$ cat src/rtl/bmp_row_pixel_classifier_macros.svh
// Assertion helpers shared by the pixel classifier modules.
// Both expect clk_i and rst_ni in the enclosing scope.
`ifndef BMP_ROW_PIXEL_CLASSIFIER_MACROS_SVH
`define BMP_ROW_PIXEL_CLASSIFIER_MACROS_SVH
`ifndef NO_ASSERTIONS
`define BMP_RPC_ASSERT(lbl, prop, msg) \
  lbl: assert property (@(posedge clk_i) disable iff (!rst_ni) prop) else $error(msg);
`define BMP_RPC_ASSERT_NEXT(lbl, pre, post, msg) \
  lbl: assert property (@(posedge clk_i) disable iff (!rst_ni) (pre) |=> (post)) \
    else $error(msg);
`else
`define BMP_RPC_ASSERT(lbl, prop, msg)
`define BMP_RPC_ASSERT_NEXT(lbl, pre, post, msg)
`endif
`endif

$ cat src/rtl/bmp_rpc_pkg.sv
package bmp_rpc_pkg;

  localparam int MAX_ROW_PIXELS_DEF  = 1024;
  localparam int PALETTE_ENTRIES_DEF = 256;

  localparam int DEPTH_W   = 3;
  localparam int PPR_W     = 11;
  localparam int BPR_W     = 13;
  localparam int RBC_W     = 12;
  localparam int CFG_IDX_W = 3;
  localparam int CFG_W     = 13;
  localparam int COLUMN_W  = 10;
  localparam int RGB_W     = 16;
  localparam int PAL_W     = RGB_W + 2;
  localparam int ROW_BYTES_MAX = 4096;

  localparam logic [DEPTH_W-1:0] DEPTH_1BPP  = 3'd0;
  localparam logic [DEPTH_W-1:0] DEPTH_2BPP  = 3'd1;
  localparam logic [DEPTH_W-1:0] DEPTH_4BPP  = 3'd2;
  localparam logic [DEPTH_W-1:0] DEPTH_8BPP  = 3'd3;
  localparam logic [DEPTH_W-1:0] DEPTH_16BPP = 3'd4;
  localparam logic [DEPTH_W-1:0] DEPTH_24BPP = 3'd5;
  localparam logic [DEPTH_W-1:0] DEPTH_32BPP = 3'd6;

  localparam logic [CFG_IDX_W-1:0] CFG_DEPTH     = 3'd0;
  localparam logic [CFG_IDX_W-1:0] CFG_SIXTEEN   = 3'd1;
  localparam logic [CFG_IDX_W-1:0] CFG_COLOR_EN  = 3'd2;
  localparam logic [CFG_IDX_W-1:0] CFG_MULTI     = 3'd3;
  localparam logic [CFG_IDX_W-1:0] CFG_PPR       = 3'd4;
  localparam logic [CFG_IDX_W-1:0] CFG_BPR       = 3'd5;

  localparam logic MODE_PALETTE = 1'b0;
  localparam logic MODE_PIXEL   = 1'b1;

  typedef enum logic [1:0] {
    CLASS_WHITE   = 2'd0,
    CLASS_BLACK   = 2'd1,
    CLASS_COLORED = 2'd2,
    CLASS_KEEP    = 2'd3
  } pixel_class_e;

  typedef enum logic [1:0] {
    KIND_NONE   = 2'd0,
    KIND_WRITE  = 2'd1,
    KIND_PAL    = 2'd2,
    KIND_DIRECT = 2'd3
  } slot_kind_e;

  typedef struct packed {
    logic [DEPTH_W-1:0] depth;
    logic               sixteen_565;
    logic               color_en;
    logic               multi;
    logic [PPR_W-1:0]   ppr;
    logic [BPR_W-1:0]   bpr;
  } cfg_t;

  typedef struct packed {
    slot_kind_e       kind;
    logic [7:0]       idx;
    logic [7:0]       data;
    logic [7:0]       red;
    logic [7:0]       green;
    logic [7:0]       blue;
    logic [RGB_W-1:0] color;
    logic             row_end;
  } slot_t;

  typedef struct packed {
    logic [COLUMN_W-1:0] column;
    logic                row_done;
    logic                last;
    logic                is_pal;
    logic                oor;
    logic [RGB_W-1:0]    color;
    logic                white;
    logic                colored;
  } pix_t;

  function automatic logic use_color(cfg_t cfg);
    return cfg.color_en && (cfg.depth != DEPTH_1BPP);
  endfunction

  function automatic logic [RGB_W-1:0] pack565(logic [7:0] r, logic [7:0] g, logic [7:0] b);
    return {r[7:3], g[7:2], b[7:3]};
  endfunction

  function automatic logic is_whitish(logic [7:0] r, logic [7:0] g, logic [7:0] b,
                                      logic uc);
    logic [9:0] sum;
    sum = {2'b00, r} + {2'b00, g} + {2'b00, b};
    if (uc) begin
      return (r > 8'h80) && (g > 8'h80) && (b > 8'h80);
    end
    return sum > 10'd384;
  endfunction

  function automatic logic is_colored(logic [7:0] r, logic [7:0] g, logic [7:0] b);
    return (r > 8'hF0) || ((g > 8'hF0) && (b > 8'hF0));
  endfunction

endpackage

$ cat src/rtl/bmp_rpc_classify.sv
`include "bmp_row_pixel_classifier_macros.svh"

module bmp_rpc_classify (
  input  logic                          clk_i,
  input  logic                          rst_ni,
  input  bmp_rpc_pkg::cfg_t             cfg_i,
  input  logic                          pix_valid_i,
  input  bmp_rpc_pkg::pix_t             pix_i,
  input  logic [bmp_rpc_pkg::PAL_W-1:0] pal_rdata_i,
  output logic                          advance_o,
  output logic                          out_valid_o,
  input  logic                          out_ready_i,
  output logic [31:0]                   out_data_o,
  output logic                          out_last_o
);

  logic                                 uc, white, colored;
  logic [bmp_rpc_pkg::RGB_W-1:0]        color;
  bmp_rpc_pkg::pixel_class_e            cls;
  logic                                 valid_q;
  logic [bmp_rpc_pkg::COLUMN_W-1:0]     column_q;
  logic [bmp_rpc_pkg::RGB_W-1:0]        rgb_q;
  bmp_rpc_pkg::pixel_class_e            cls_q;
  logic                                 row_done_q, last_q;

  assign uc        = bmp_rpc_pkg::use_color(cfg_i);
  assign advance_o = !valid_q || out_ready_i;

  always_comb begin
    if (!pix_i.is_pal) begin
      color   = pix_i.color;
      white   = pix_i.white;
      colored = pix_i.colored;
    end else if (pix_i.oor) begin
      color   = '0;
      white   = 1'b0;
      colored = 1'b0;
    end else begin
      color   = pal_rdata_i[bmp_rpc_pkg::PAL_W-1:2];
      white   = pal_rdata_i[1];
      colored = pal_rdata_i[0];
    end
  end

  always_comb begin
    priority if (uc && cfg_i.multi) begin
      cls = bmp_rpc_pkg::CLASS_KEEP;
    end else if (white) begin
      cls = bmp_rpc_pkg::CLASS_WHITE;
    end else if (colored && uc) begin
      cls = bmp_rpc_pkg::CLASS_COLORED;
    end else begin
      cls = bmp_rpc_pkg::CLASS_BLACK;
    end
  end

  always_ff @(posedge clk_i or negedge rst_ni) begin
    if (!rst_ni) begin
      valid_q <= 1'b0;
    end else if (advance_o) begin
      valid_q <= pix_valid_i;
    end
  end

  always_ff @(posedge clk_i) begin
    if (advance_o) begin
      column_q   <= pix_i.column;
      rgb_q      <= color;
      cls_q      <= cls;
      row_done_q <= pix_i.row_done;
      last_q     <= pix_i.last;
    end
  end

  assign out_valid_o = valid_q;
  assign out_data_o  = {3'b000, row_done_q, cls_q, rgb_q, column_q};
  assign out_last_o  = last_q;

  `BMP_RPC_ASSERT(a_row_done_is_last, (valid_q && row_done_q) |-> last_q,
                  "row end pixel not marked last")

endmodule

$ cat config.mk
export PLATFORM = sky130hd
export DESIGN_NAME = bmp_rpc_classify
export DESIGN_NICKNAME = d
export VERILOG_FILES = /design/src/rtl/bmp_rpc_pkg.sv /design/src/rtl/bmp_rpc_classify.sv
export VERILOG_INCLUDE_DIRS = /design/src /design/src/rtl
export SDC_FILE = /design/constraint.sdc
export NUM_CORES = 1
export LEC_CHECK = 0
export BUFFER_PORTS_ARGS = -buffer_cell sky130_fd_sc_hd__clkbuf_2
export CAP_MARGIN = 20
export CORE_UTILIZATION = 36
export DETAILED_ROUTE_END_ITERATION = 6
export PLACE_DENSITY = 0.88
export SLEW_MARGIN = 20
export SYNTH_ARGS = -nofsm -noshare
export SYNTH_HDL_FRONTEND = slang
export SYNTH_SLANG_ARGS = --single-unit
$ cat constraint.sdc
create_clock -name clk_i -period 2.3 [get_ports clk_i]
set_clock_uncertainty 0.1 [all_clocks]
set_input_delay 0.575 -clock clk_i [delete_from_list [all_inputs] [get_ports clk_i]]
set_output_delay 0.575 -clock clk_i [all_outputs]
set_load 0.05 [all_outputs]
# Yosys cells after proc, flatten, opt, wreduce, memory -nomap -nowiden
# Cells that the tools add are included.
# Widths: inputs -> output; s select.
classes:
  n_eq_ne: 0
  shift: 0
  add_sub_neg: 0
  n_mul: 0
  n_bitwise: 0
  magnitude_cmp: 0
  muxes: 8
  reduce_logical: 6
  n_div: 0
op_table:
  columns: ["op", "n"]
  rows:
  - ["$mux 16", 2]
  - ["$mux 1", 4]
  - ["$mux 2", 2]
  - ["$logic_and 1x1->1", 3]
  - ["$reduce_bool 3->1", 1]
  - ["$logic_not 1->1", 1]
  - ["$logic_or 1x1->1", 1]
word_totals:
  elab_cells: 20
  mem_bits_rw: 0
  mem_count: 0
  latchBits: 0
  out_inout_bits: 35
  romBits: 0
  ff_bits: 31

# Depth between registers and ports, before layout
# Gate-level depths: netlist of run 1.
depth:
  word_depth: 5
  depth_mapped: 4
  depth_no_buf: 3

# Least setup slack after synthesis of run 1
# Ideal clock, no wire load.
synth_timing:
  path_type: "input port to output port"
  from: "input out_ready_i"
  to: "output advance_o"
  t_required_ps: 1625
  path_slack_ps: -82
  stages: 1
  t_arrival_ps: 1707
  path_cell_list: "nand2b_1"
synth_via:
  elab_chain_len: 1
synth_lines:
  columns: ["element", "line_no", "text"]
  rows:
  - ["start: declaration", "bmp_rpc_classify.sv:12", "input logic out_ready_i,"]
  - ["$logic_or 1x1->1", "bmp_rpc_classify.sv:27", "assign advance_o = !valid_q || out_ready_i;"]
  - ["end: declaration", "bmp_rpc_classify.sv:10", "output logic advance_o,"]
# No other way between the ends.

# Worst setup path in the final report of run 1
layout_timing:
  from: "register valid_q (netlist: out_valid_o)"
  to: "output advance_o"
layout_via:
  elab_chain_len: 2
layout_lines:
  columns: ["element", "line_no", "text"]
  rows:
  - ["start: declaration", "bmp_rpc_classify.sv:20", "logic valid_q;"]
  - ["start signal: assignment", "bmp_rpc_classify.sv:61", "valid_q <= pix_valid_i;"]
  - ["$logic_not 1->1", "bmp_rpc_classify.sv:27", null]
  - ["$logic_or 1x1->1", "bmp_rpc_classify.sv:27", null]
# No other way between the ends.

==> flow_results.xml, run 1 <==
<?xml version="1.0" encoding="UTF-8"?>
<metrics>
  <group name="floorplan">
    <metric name="rows" unit="">20</metric>
    <metric name="floorplan.die.width" unit="um">60.63</metric>
    <metric name="top_level_ports" unit="">119</metric>
    <metric name="core_area" unit="um^2">3153</metric>
    <metric name="dieArea" unit="um^2">3676</metric>
    <metric name="die_h" unit="um">60.63</metric>
    <metric name="initial_standard_cell_utilization_of_the_core" unit="%">39.25</metric>
  </group>
  <group name="clocking">
    <metric name="cts-buffers-inserted" unit="">5</metric>
    <metric name="clk_transition_reported_paths" unit="ps">90</metric>
    <metric name="cts_buffer_depth" unit="">2</metric>
    <metric name="cts_root_buffer" unit="">clkbuf_4</metric>
    <metric name="clock_latency" unit="ps">310</metric>
    <metric name="clkSinkCount" unit="">31</metric>
    <metric name="cts_tree" unit="">built</metric>
    <metric name="cts_setup_buffers" unit="">0</metric>
    <metric name="cts_max_level" unit="">2</metric>
  </group>
  <group name="worst_setup_path">
    <metric name="timing.critical_path.fanout_max" unit="">2</metric>
    <metric name="critical_path.startpoint" unit="">out_valid_o</metric>
    <metric name="worstSetupStartpointType" unit="">register</metric>
    <metric name="ff2ff_setup_slack" unit="ps">1020</metric>
    <metric name="timing.rr.end" unit="">rgb_q[3]</metric>
    <metric name="critical_path_end_type" unit="">output pin</metric>
    <metric name="worst-endpoint-arrival" unit="ps">1080</metric>
    <metric name="length_in_cells_of_the_worst_reg_to_reg_path" unit="">2</metric>
    <metric name="reg2reg_from" unit="">out_valid_o</metric>
    <metric name="crit_type" unit="">register to output pin</metric>
    <metric name="cp_data_required_time" unit="ps">1620</metric>
  </group>
  <group name="cells_and_area">
    <metric name="num_antenna_cells" unit="">0</metric>
    <metric name="postLayoutCoreUtil" unit="%">56.51</metric>
    <metric name="final_net_count" unit="">249</metric>
    <metric name="fraction_of_final_layout_cells_with_drive_strength_greater_than_1" unit="%">66.27</metric>
    <metric name="flow.area_growth_from_synthesis" unit="%">43.98</metric>
  </group>
  <group name="synth">
    <metric name="synth.distinct_cells" unit="">20</metric>
    <metric name="synth-seq-cells" unit="">31</metric>
    <metric name="synth.avg_cell_area" unit="um^2">17.68</metric>
    <metric name="synthesis.area" unit="um^2">1237</metric>
    <metric name="synth_top_area_share" unit="%">72.80</metric>
    <metric name="yosys-top-cells-area" unit="">edfxtp_1 73%, a22o_2 7.3%, a22o_1 4.2%</metric>
    <metric name="cell_taking_the_most_area_after_synthesis" unit="">edfxtp_1</metric>
    <metric name="seq_area_frac_synth" unit="%">74.82</metric>
    <metric name="syn_inst" unit="">70</metric>
    <metric name="yosysWarnings" unit="">0</metric>
  </group>
  <group name="worst_hold_path">
    <metric name="hold-path-cell-count" unit="">1</metric>
    <metric name="hold_path_sink" unit="">column_q[2]</metric>
    <metric name="hold_path_startpoint" unit="">pix_i[24]</metric>
    <metric name="timing.hold.worst.class" unit="">input pin to register</metric>
  </group>
  <group name="place">
    <metric name="hpwl_dp" unit="um">1952</metric>
    <metric name="dp_worst_setup_slack" unit="ps">543.2</metric>
    <metric name="gp_congestion" unit="">0.6890</metric>
    <metric name="io_buffers" unit="">90</metric>
  </group>
  <group name="outcome">
    <metric name="status" unit="">finished clean</metric>
  </group>
  <group name="grt">
    <metric name="globalRouteOverflowTotal" unit="">0</metric>
    <metric name="grt_first_pass_wirelength" unit="um">3450</metric>
    <metric name="grt_antenna_before_repair" unit="">0</metric>
    <metric name="largest_net_degree_at_the_start_of_global_routing" unit="">32</metric>
    <metric name="global_route.usage.total" unit="%">13.88</metric>
    <metric name="grt_pass1_vias" unit="">827</metric>
  </group>
  <group name="run">
    <metric name="timing.max_cap.violations" unit="">0</metric>
  </group>
  <group name="detailed_routing">
    <metric name="drt-vias-per-instance" unit="">4.510</metric>
    <metric name="drcViolationCount" unit="">0</metric>
    <metric name="detail_route.wirelength" unit="um">2482</metric>
    <metric name="vias" unit="">947</metric>
    <metric name="detailedRoute.firstPassIterationCount" unit="">4</metric>
    <metric name="drt_iter0_drc" unit="">33</metric>
    <metric name="routedWlPerCell" unit="um">11.82</metric>
    <metric name="final_antenna_net_count" unit="">0</metric>
  </group>
  <group name="pwr">
    <metric name="peakVddDrop" unit="mV">0.2814</metric>
    <metric name="leakage" unit="nW">0.8548</metric>
    <metric name="p_per_area" unit="nW/um^2">747.8</metric>
  </group>
  <group name="sta">
    <metric name="report.final.setup_viol" unit="">0</metric>
    <metric name="drv_slew" unit="">0</metric>
    <metric name="period_share" unit="%">76.35</metric>
    <metric name="fin_crit" unit="ps">1756</metric>
    <metric name="rsz0062_at_grt" unit="">no</metric>
    <metric name="fin_tns_setup" unit="ps">0</metric>
    <metric name="final_hold_fails" unit="">0</metric>
    <metric name="fmax" unit="GHz">0.5695</metric>
    <metric name="worst_hold_slack" unit="ps">326.6</metric>
    <metric name="worst_slack" unit="ps">544.0</metric>
  </group>
</metrics>
[sequential cells by signal, summed over array words and instances (netlist names)]
signal	count
cls_q	2
column_q	10
out_last_o	1
out_valid_o	1
row_done_q	1
rgb_q	16
[metrics by stage]
stage,instances,power (W),area [um^2]
floorplan,72,0.0009380,1247
global placement,201,0.001027,1712
detailed placement,201,0.001033,1712
CTS,210,0.001356,1782
global route,210,0.001400,1782
finish,210,0.001332,1782
[placed cells by master (no fill, tap or decap), drive strengths merged]
cell,instances
edfxtp,30
inv,3
conb,3
o221a,1
and3b,1
clkinv,1
nand2,1
dlygate4sd3,1
a32o,1
nand2b,2
clkbuf,97
nand3b,2
o31a,1
dfrtp,1
a22o,15
buf,1
nor2b,1
nor2,1
o21a,1
o21ai,2
[how the worst max path moves through the flow]
stage / end / cells after the start / slack (ps)
finish: advance_o / 2 / 540
global route: advance_o / 2 / 470
CTS: advance_o / 2 / 520
detailed placement: advance_o / 3 / 540
global placement: advance_o / 3 / 540
floorplan: advance_o / 1 / 400
[layout make-up]
class	instances	area, um^2
fillers	282	1371
well taps	44	55.05
multi-input cells	32	261.5
repair buffers	92	467.9
inverters	3	11.26
flip-flops and latches	31	925.9
clock inverters	1	5.005
clock buffers	7	55.05
[cell families after synthesis]
family | Yosys count | synth area share, %
flip-flops | 31 | 74.82
buffers and inverters | 9 | 4.854
AND/OR/NAND/NOR | 8 | 4.651
other | 1 | 0.3030
AO/OA/AOI/OAI | 21 | 15.37
[where the power goes]
part | total, W | leakage (nW) | internal [W] | switching, W
combinational | 0.000330 | 0.501 | 0.0000916 | 0.000239
clock | 0.000315 | 0.0353 | 0.000148 | 0.000167
sequential | 0.000687 | 0.319 | 0.000675 | 0.0000122
[critical path, stage by stage (launching register included)]
cell      delay (ps)
dfrtp_1          400
nand2b_2          90
clkbuf_2         270
[what timing repair did]
item / CTS / global route
gates resized for setup: 0 / 0
hold buffers: 1 / 0
hold endpoints to repair: 1 / 0
[metal layers]
layer | up-vias | GRT usage [%] | wire (um)
met5 | - | 0 | 0
met1 | 408 | 12.36 | 871
met3 | 2 | 7.463 | 361
met4 | 0 | 6.818 | 17
li1 | 462 | - | -
met2 | 75 | 25.27 | 1232
[synth_stat cells, drive strengths merged]
master	n
and3b	1
nand2b	2
conb	1
o21a	1
nand3b	2
edfxtp	30
nand2	1
a32o	1
inv	3
dfrtp	1
buf	6
o31a	1
nor2b	1
nor2	1
o21ai	2
a22o	15
o221a	1
No activity file was read; power rests on OpenSTA's default activity.
==> run 2, diff against run 1 <==
CORE_UTILIZATION = 32   (was 36)
PLACE_DENSITY = 0.83   (was 0.88)
clock period = 1.6 ns   (was 2.3 ns; I/O delays follow)
==> flow_results.xml, run 2 (same netlist as run 1, synthesis figures left out) <==
<?xml version="1.0" encoding="UTF-8"?>
<metrics>
  <group name="outcome">
    <metric name="status" unit="">finished clean</metric>
  </group>
  <group name="floorplan">
    <metric name="initial_standard_cell_utilization_of_the_core" unit="%">33.55</metric>
    <metric name="rows" unit="">22</metric>
    <metric name="floorplan.die.width" unit="um">64.19</metric>
    <metric name="dieArea" unit="um^2">4120</metric>
    <metric name="top_level_ports" unit="">119</metric>
    <metric name="core_area" unit="um^2">3689</metric>
    <metric name="die_h" unit="um">64.19</metric>
  </group>
  <group name="place">
    <metric name="gp_congestion" unit="">0.6841</metric>
    <metric name="dp_worst_setup_slack" unit="ps">131.1</metric>
    <metric name="io_buffers" unit="">90</metric>
  </group>
  <group name="worst_setup_path">
    <metric name="worst-endpoint-arrival" unit="ps">1010</metric>
    <metric name="cells_traversed_along_the_worst_timing_path" unit="">nand2b_4 &gt; clkbuf_4</metric>
    <metric name="critPathTopFamily" unit="">flip-flops</metric>
    <metric name="timing.critical_path.fanout_max" unit="">3</metric>
    <metric name="critical_path_end_type" unit="">output pin</metric>
    <metric name="cp_data_required_time" unit="ps">1100</metric>
    <metric name="length_in_cells_of_the_worst_reg_to_reg_path" unit="">2</metric>
    <metric name="reg2reg_from" unit="">out_valid_o</metric>
    <metric name="wp_depth" unit="">2</metric>
    <metric name="cpMaxStageDelayCell" unit="">dfrtp_1</metric>
    <metric name="crit_type" unit="">register to output pin</metric>
    <metric name="worstSetupStartpointType" unit="">register</metric>
    <metric name="cp_slowest_stage_delay" unit="ps">410</metric>
    <metric name="cp_num_buf_inv" unit="">1</metric>
    <metric name="critical_path.startpoint" unit="">out_valid_o</metric>
  </group>
  <group name="pwr">
    <metric name="peakVddDrop" unit="mV">0.5099</metric>
    <metric name="leakage" unit="nW">0.8867</metric>
    <metric name="p_per_area" unit="nW/um^2">1153</metric>
  </group>
  <group name="clocking">
    <metric name="clock_latency" unit="ps">280</metric>
    <metric name="clk_transition_reported_paths" unit="ps">60</metric>
    <metric name="cts-buffers-inserted" unit="">5</metric>
    <metric name="cts_root_buffer" unit="">clkbuf_8</metric>
    <metric name="clkSinkCount" unit="">31</metric>
    <metric name="cts_max_level" unit="">2</metric>
    <metric name="cts_buffer_depth" unit="">2</metric>
    <metric name="cts_tree" unit="">built</metric>
    <metric name="cts_setup_buffers" unit="">0</metric>
  </group>
  <group name="sta">
    <metric name="final_hold_fails" unit="">0</metric>
    <metric name="period_share" unit="%">94.47</metric>
    <metric name="report.final.setup_viol" unit="">0</metric>
    <metric name="fin_tns_setup" unit="ps">0</metric>
    <metric name="worst_slack" unit="ps">88.48</metric>
    <metric name="rsz0062_at_grt" unit="">no</metric>
    <metric name="fin_crit" unit="ps">1512</metric>
    <metric name="drv_slew" unit="">0</metric>
    <metric name="fmax" unit="GHz">0.6616</metric>
  </group>
  <group name="grt">
    <metric name="globalRouteOverflowTotal" unit="">0</metric>
    <metric name="global_route.usage.total" unit="%">14.15</metric>
    <metric name="grt_pass1_vias" unit="">937</metric>
    <metric name="grt_first_pass_wirelength" unit="um">4133</metric>
    <metric name="grt_antenna_before_repair" unit="">0</metric>
    <metric name="largest_net_degree_at_the_start_of_global_routing" unit="">17</metric>
  </group>
  <group name="cells_and_area">
    <metric name="layout_commonest_cell" unit="">clkbuf_2</metric>
    <metric name="layout.filler_cells" unit="">357</metric>
    <metric name="largest_registers_in_the_final_layout" unit="">rgb_q (16), column_q (10), cls_q (2)</metric>
    <metric name="largest_register_by_flop_count" unit="">rgb_q</metric>
    <metric name="fraction_of_final_layout_cells_with_drive_strength_greater_than_1" unit="%">66.67</metric>
    <metric name="final_net_count" unit="">251</metric>
    <metric name="largest_register_ffs" unit="">16</metric>
    <metric name="flow.area_growth_from_synthesis" unit="%">49.44</metric>
    <metric name="num_antenna_cells" unit="">0</metric>
    <metric name="layout_common_cells" unit="">89 x clkbuf_2, 30 x edfxtp_1, 9 x a22o_2</metric>
  </group>
  <group name="worst_hold_path">
    <metric name="hold_path_startpoint" unit="">pix_i[24]</metric>
    <metric name="timing.hold.worst.class" unit="">input pin to register</metric>
    <metric name="hold-path-cell-count" unit="">1</metric>
  </group>
  <group name="detailed_routing">
    <metric name="drt-vias-per-instance" unit="">4.468</metric>
    <metric name="drcViolationCount" unit="">0</metric>
    <metric name="drt_iter0_drc" unit="">21</metric>
    <metric name="vias" unit="">965</metric>
    <metric name="detail_route.wirelength" unit="um">2714</metric>
    <metric name="final_antenna_net_count" unit="">0</metric>
    <metric name="detailedRoute.firstPassIterationCount" unit="">3</metric>
    <metric name="routedWlPerCell" unit="um">12.56</metric>
  </group>
  <group name="run">
    <metric name="timing.max_cap.violations" unit="">0</metric>
  </group>
</metrics>
run 2: final cells by class:
| type | count | area, um^2 | share of cell area [%] |
|---|---|---|---|
| Inverter | 3 | 11.26 | 0.6089 |
| Clock buffer | 8 | 100.1 | 5.413 |
| Timing Repair Buffer | 94 | 485.5 | 26.25 |
| Tap cell | 48 | 60.06 | 3.248 |
| Sequential cell | 31 | 925.9 | 50.07 |
| Multi-Input combinational cell | 32 | 266.5 | 14.41 |
run 2: per-layer routing:
layer  wire length (um)  global-route usage, %  part of all wire (%)
met3                255                  7.143                   9.4
met2               1434                  24.73                    53
met5                  0                      0                     0
met4                 43                  7.500                   1.6
met1                981                  13.45                    36
run 2: worst register-to-register path, cell delays in order, from the launching register on:
cell and delay (ps):
dfrtp_1 410, nand2b_4 90, buf_4 230
run 2: what timing repair did:
action                                  in CTS  in global routing
hold endpoints to repair                     1                  0
resized for setup                            0                  2
hold buffers                                 1                  0
endpoints found under the setup margin       0                  1
run 2: worst paths after layout:
kind | to | slack [ps]
hold reg to reg | out_valid_o | 690
hold / removal | column_q[2] | 190
setup reg to reg | rgb_q[2] | 450
max in group asynchronous | out_valid_o | 970
setup / recovery | advance_o | 90
min in group asynchronous | out_valid_o | 340
run 2: stage by stage:
| step | utilization [%] | total power [W] | cell area [um^2] | std cells | hold WS [ps] |
|---|---|---|---|---|---|
| floorplan | - | 0.001350 | 1252 | 72 | 4.409 |
| global placement | 47.08 | 0.001487 | 1737 | 207 | 75.15 |
| detailed placement | 47.08 | 0.001496 | 1737 | 207 | 79.63 |
| CTS | 50.07 | 0.002158 | 1847 | 216 | 183.6 |
| global route | 50.14 | 0.002222 | 1849 | 216 | 178.3 |
| finish | 50.14 | 0.002132 | 1849 | 216 | 193.8 |
run 2: report_power, final:
part	switching (W)	internal, W	total, W
logic	0.000349	0.000138	0.000487
clock network	0.000265	0.000392	0.000657
registers	0.0000177	0.000971	0.000989
total	0.000631	0.00150	0.00213
==> run 3, diff against run 2 <==
ABC_AREA = 1   (was default)
CORE_UTILIZATION = 33   (was 32)
RECOVER_POWER = 50   (was default)
==> flow_results.xml, run 3 <==
<?xml version="1.0" encoding="UTF-8"?>
<metrics>
  <group name="sta">
    <metric name="final_hold_fails" unit="">0</metric>
    <metric name="fin_tns_setup" unit="ps">0</metric>
    <metric name="rsz0062_at_grt" unit="">no</metric>
    <metric name="worst_hold_slack" unit="ps">198.2</metric>
    <metric name="slew_headroom" unit="%">54.99</metric>
    <metric name="period_share" unit="%">95.73</metric>
    <metric name="fmax" unit="GHz">0.6529</metric>
    <metric name="drv_slew" unit="">0</metric>
    <metric name="timing_worst_slew_pin_value" unit="ps">675.1</metric>
    <metric name="fin_crit" unit="ps">1532</metric>
    <metric name="report.final.setup_viol" unit="">0</metric>
  </group>
  <group name="detailed_routing">
    <metric name="drt_iter0_drc" unit="">65</metric>
    <metric name="detail_route.wirelength" unit="um">2757</metric>
    <metric name="drcViolationCount" unit="">0</metric>
    <metric name="vias" unit="">1132</metric>
    <metric name="routedWlPerCell" unit="um">10.77</metric>
    <metric name="final_antenna_net_count" unit="">0</metric>
    <metric name="detailedRoute.firstPassIterationCount" unit="">4</metric>
    <metric name="drt-vias-per-instance" unit="">4.422</metric>
  </group>
  <group name="cells_and_area">
    <metric name="num_antenna_cells" unit="">0</metric>
    <metric name="postLayoutCoreUtil" unit="%">50.44</metric>
    <metric name="largest_register_by_flop_count" unit="">rgb_q</metric>
    <metric name="layout_commonest_cell" unit="">clkbuf_2</metric>
    <metric name="largest_registers_in_the_final_layout" unit="">rgb_q (16), column_q (10), cls_q (2)</metric>
    <metric name="fraction_of_final_layout_cells_with_drive_strength_greater_than_1" unit="%">49.52</metric>
    <metric name="flow.area_growth_from_synthesis" unit="%">43.76</metric>
    <metric name="final_net_count" unit="">291</metric>
    <metric name="largest_register_ffs" unit="">16</metric>
    <metric name="layout_common_cells" unit="">91 x clkbuf_2, 40 x nand2_1, 30 x edfxtp_1</metric>
  </group>
  <group name="synth">
    <metric name="post_synth_most_frequent_cells" unit="">41 x nand2_1, 30 x edfxtp_1, 19 x nand3_1</metric>
    <metric name="synth_edf_count" unit="">30</metric>
    <metric name="postSynth.asyncResetShare" unit="%">3.226</metric>
    <metric name="synth-seq-cells" unit="">31</metric>
    <metric name="synth.distinct_cells" unit="">15</metric>
    <metric name="synth.avg_cell_area" unit="um^2">11.75</metric>
    <metric name="cell_taking_the_most_area_after_synthesis" unit="">edfxtp_1</metric>
    <metric name="synthesis.area" unit="um^2">1304</metric>
    <metric name="synth_top_area_share" unit="%">69.10</metric>
    <metric name="yosys.cell_count.top_type" unit="">nand2_1</metric>
    <metric name="seq_area_frac_synth" unit="%">71.02</metric>
    <metric name="yosysWarnings" unit="">0</metric>
    <metric name="syn_inst" unit="">111</metric>
    <metric name="prevailing_post_synth_register_cell" unit="">edfxtp_1</metric>
    <metric name="yosys-top-cells-area" unit="">edfxtp_1 69%, nand2_1 12%, nand3_1 7.3%</metric>
  </group>
  <group name="worst_setup_path">
    <metric name="crit_type" unit="">register to output pin</metric>
    <metric name="length_in_cells_of_the_worst_reg_to_reg_path" unit="">2</metric>
    <metric name="worstSetupStartpointType" unit="">register</metric>
    <metric name="critical_path_end_type" unit="">output pin</metric>
    <metric name="cp_data_required_time" unit="ps">1100</metric>
    <metric name="worst-endpoint-arrival" unit="ps">1030</metric>
    <metric name="timing.critical_path.fanout_max" unit="">3</metric>
  </group>
  <group name="floorplan">
    <metric name="core_area" unit="um^2">3716</metric>
    <metric name="rows" unit="">22</metric>
    <metric name="die_h" unit="um">64.86</metric>
    <metric name="initial_standard_cell_utilization_of_the_core" unit="%">35.08</metric>
    <metric name="top_level_ports" unit="">119</metric>
    <metric name="dieArea" unit="um^2">4206</metric>
    <metric name="floorplan.die.width" unit="um">64.86</metric>
  </group>
  <group name="clocking">
    <metric name="clock_latency" unit="ps">280</metric>
    <metric name="cts-buffers-inserted" unit="">5</metric>
    <metric name="cts_tree" unit="">built</metric>
    <metric name="cts_root_buffer" unit="">clkbuf_8</metric>
    <metric name="clkSinkCount" unit="">31</metric>
    <metric name="cts_resized" unit="">0</metric>
    <metric name="clk_transition_reported_paths" unit="ps">60</metric>
    <metric name="cts_buffer_depth" unit="">2</metric>
    <metric name="cts_max_level" unit="">2</metric>
  </group>
  <group name="place">
    <metric name="gp_congestion" unit="">0.6471</metric>
    <metric name="io_buffers" unit="">90</metric>
    <metric name="hpwl_dp" unit="um">2185</metric>
  </group>
  <group name="run">
    <metric name="timing.max_cap.violations" unit="">0</metric>
  </group>
  <group name="pwr">
    <metric name="leakage" unit="nW">0.9801</metric>
    <metric name="peakVddDrop" unit="mV">0.3447</metric>
    <metric name="p_per_area" unit="nW/um^2">1083</metric>
  </group>
  <group name="worst_hold_path">
    <metric name="hold-path-cell-count" unit="">1</metric>
    <metric name="timing.hold.worst.class" unit="">input pin to register</metric>
  </group>
  <group name="grt">
    <metric name="grt_first_pass_wirelength" unit="um">4609</metric>
    <metric name="grt_antenna_before_repair" unit="">0</metric>
    <metric name="grt_pass1_vias" unit="">1081</metric>
    <metric name="global_route.usage.total" unit="%">15.00</metric>
    <metric name="globalRouteOverflowTotal" unit="">0</metric>
    <metric name="largest_net_degree_at_the_start_of_global_routing" unit="">19</metric>
  </group>
  <group name="outcome">
    <metric name="status" unit="">finished clean</metric>
  </group>
</metrics>
-- run 3: kinds of logic (layout without fill, tap and decap cells) --
group	after synthesis	count (layout)	share of synthesized area [%]
simple gates	63	63	20.73
compound gates	1	1	0.3835
other cells	1	3	0.2876
buf+inv	15	110	7.581
flops	31	31	71.02
-- run 3: metrics by stage --
step           area [um^2]  cells  total power (W)  setup WS (ps)
2_1_floorplan         1319    113         0.001359          80.56
3_3_place_gp          1794    247         0.001494          212.3
3_5_place_dp          1794    247         0.001503          192.5
4_1_cts               1884    256         0.002054          57.58
5_1_grt               1874    256         0.002121          22.84
6_report              1874    256         0.002030          68.28
-- run 3: timing repair --
item                                   4_1_cts  5_1_grt
setup buffers                                0        0
hold buffers                                 1        0
endpoints found under the hold margin        1        0
-- run 3: power by group --
| part | total (W) | leakage, nW | internal [W] | switching (W) |
|---|---|---|---|---|
| Sequential | 0.000990 | 0.318 | 0.000973 | 0.0000176 |
| Combinational | 0.000489 | 0.621 | 0.000121 | 0.000367 |
| Clock | 0.000551 | 0.0403 | 0.000295 | 0.000256 |
| Total | 0.00203 | 0.980 | 0.00139 | 0.000641 |
-- run 3: final cells by class --
type / count / area, um^2
inverters: 7 / 33.78
flip-flops and latches: 31 / 925.9
fillers: 373 / 1842
repair buffers: 95 / 480.5
multi-input cells: 67 / 294.0
clock inverters: 2 / 7.507
well taps: 48 / 60.06
clock buffers: 6 / 72.57
-- run 3: worst paths after layout --
kind / start / endpoint / slack [ps]
worst min register to register: out_valid_o / out_valid_o / 820
worst min-delay path: pix_i[26] / column_q[4] / 200
min in group asynchronous: rst_ni / out_valid_o / 330
worst max-delay path: out_valid_o / advance_o / 70
worst max register to register: out_valid_o / rgb_q[10] / 120
max in group asynchronous: rst_ni / out_valid_o / 990
-- run 3: layer usage --
metal  wire length [um]  share of wire, %  track usage, %  up-vias
met5                  0                 0               0        -
met4                 48               1.7           7.778        0
met3                262               9.5           5.458        4
met2               1310                48           24.74       65
met1               1136                41           16.82      504
li1                   -                 -               -      559
-- run 3: worst max-delay path, stage by stage, from the launching register on --
cell and delay (ps):
dfrtp_1 400, nand2_4 80, clkbuf_2 270
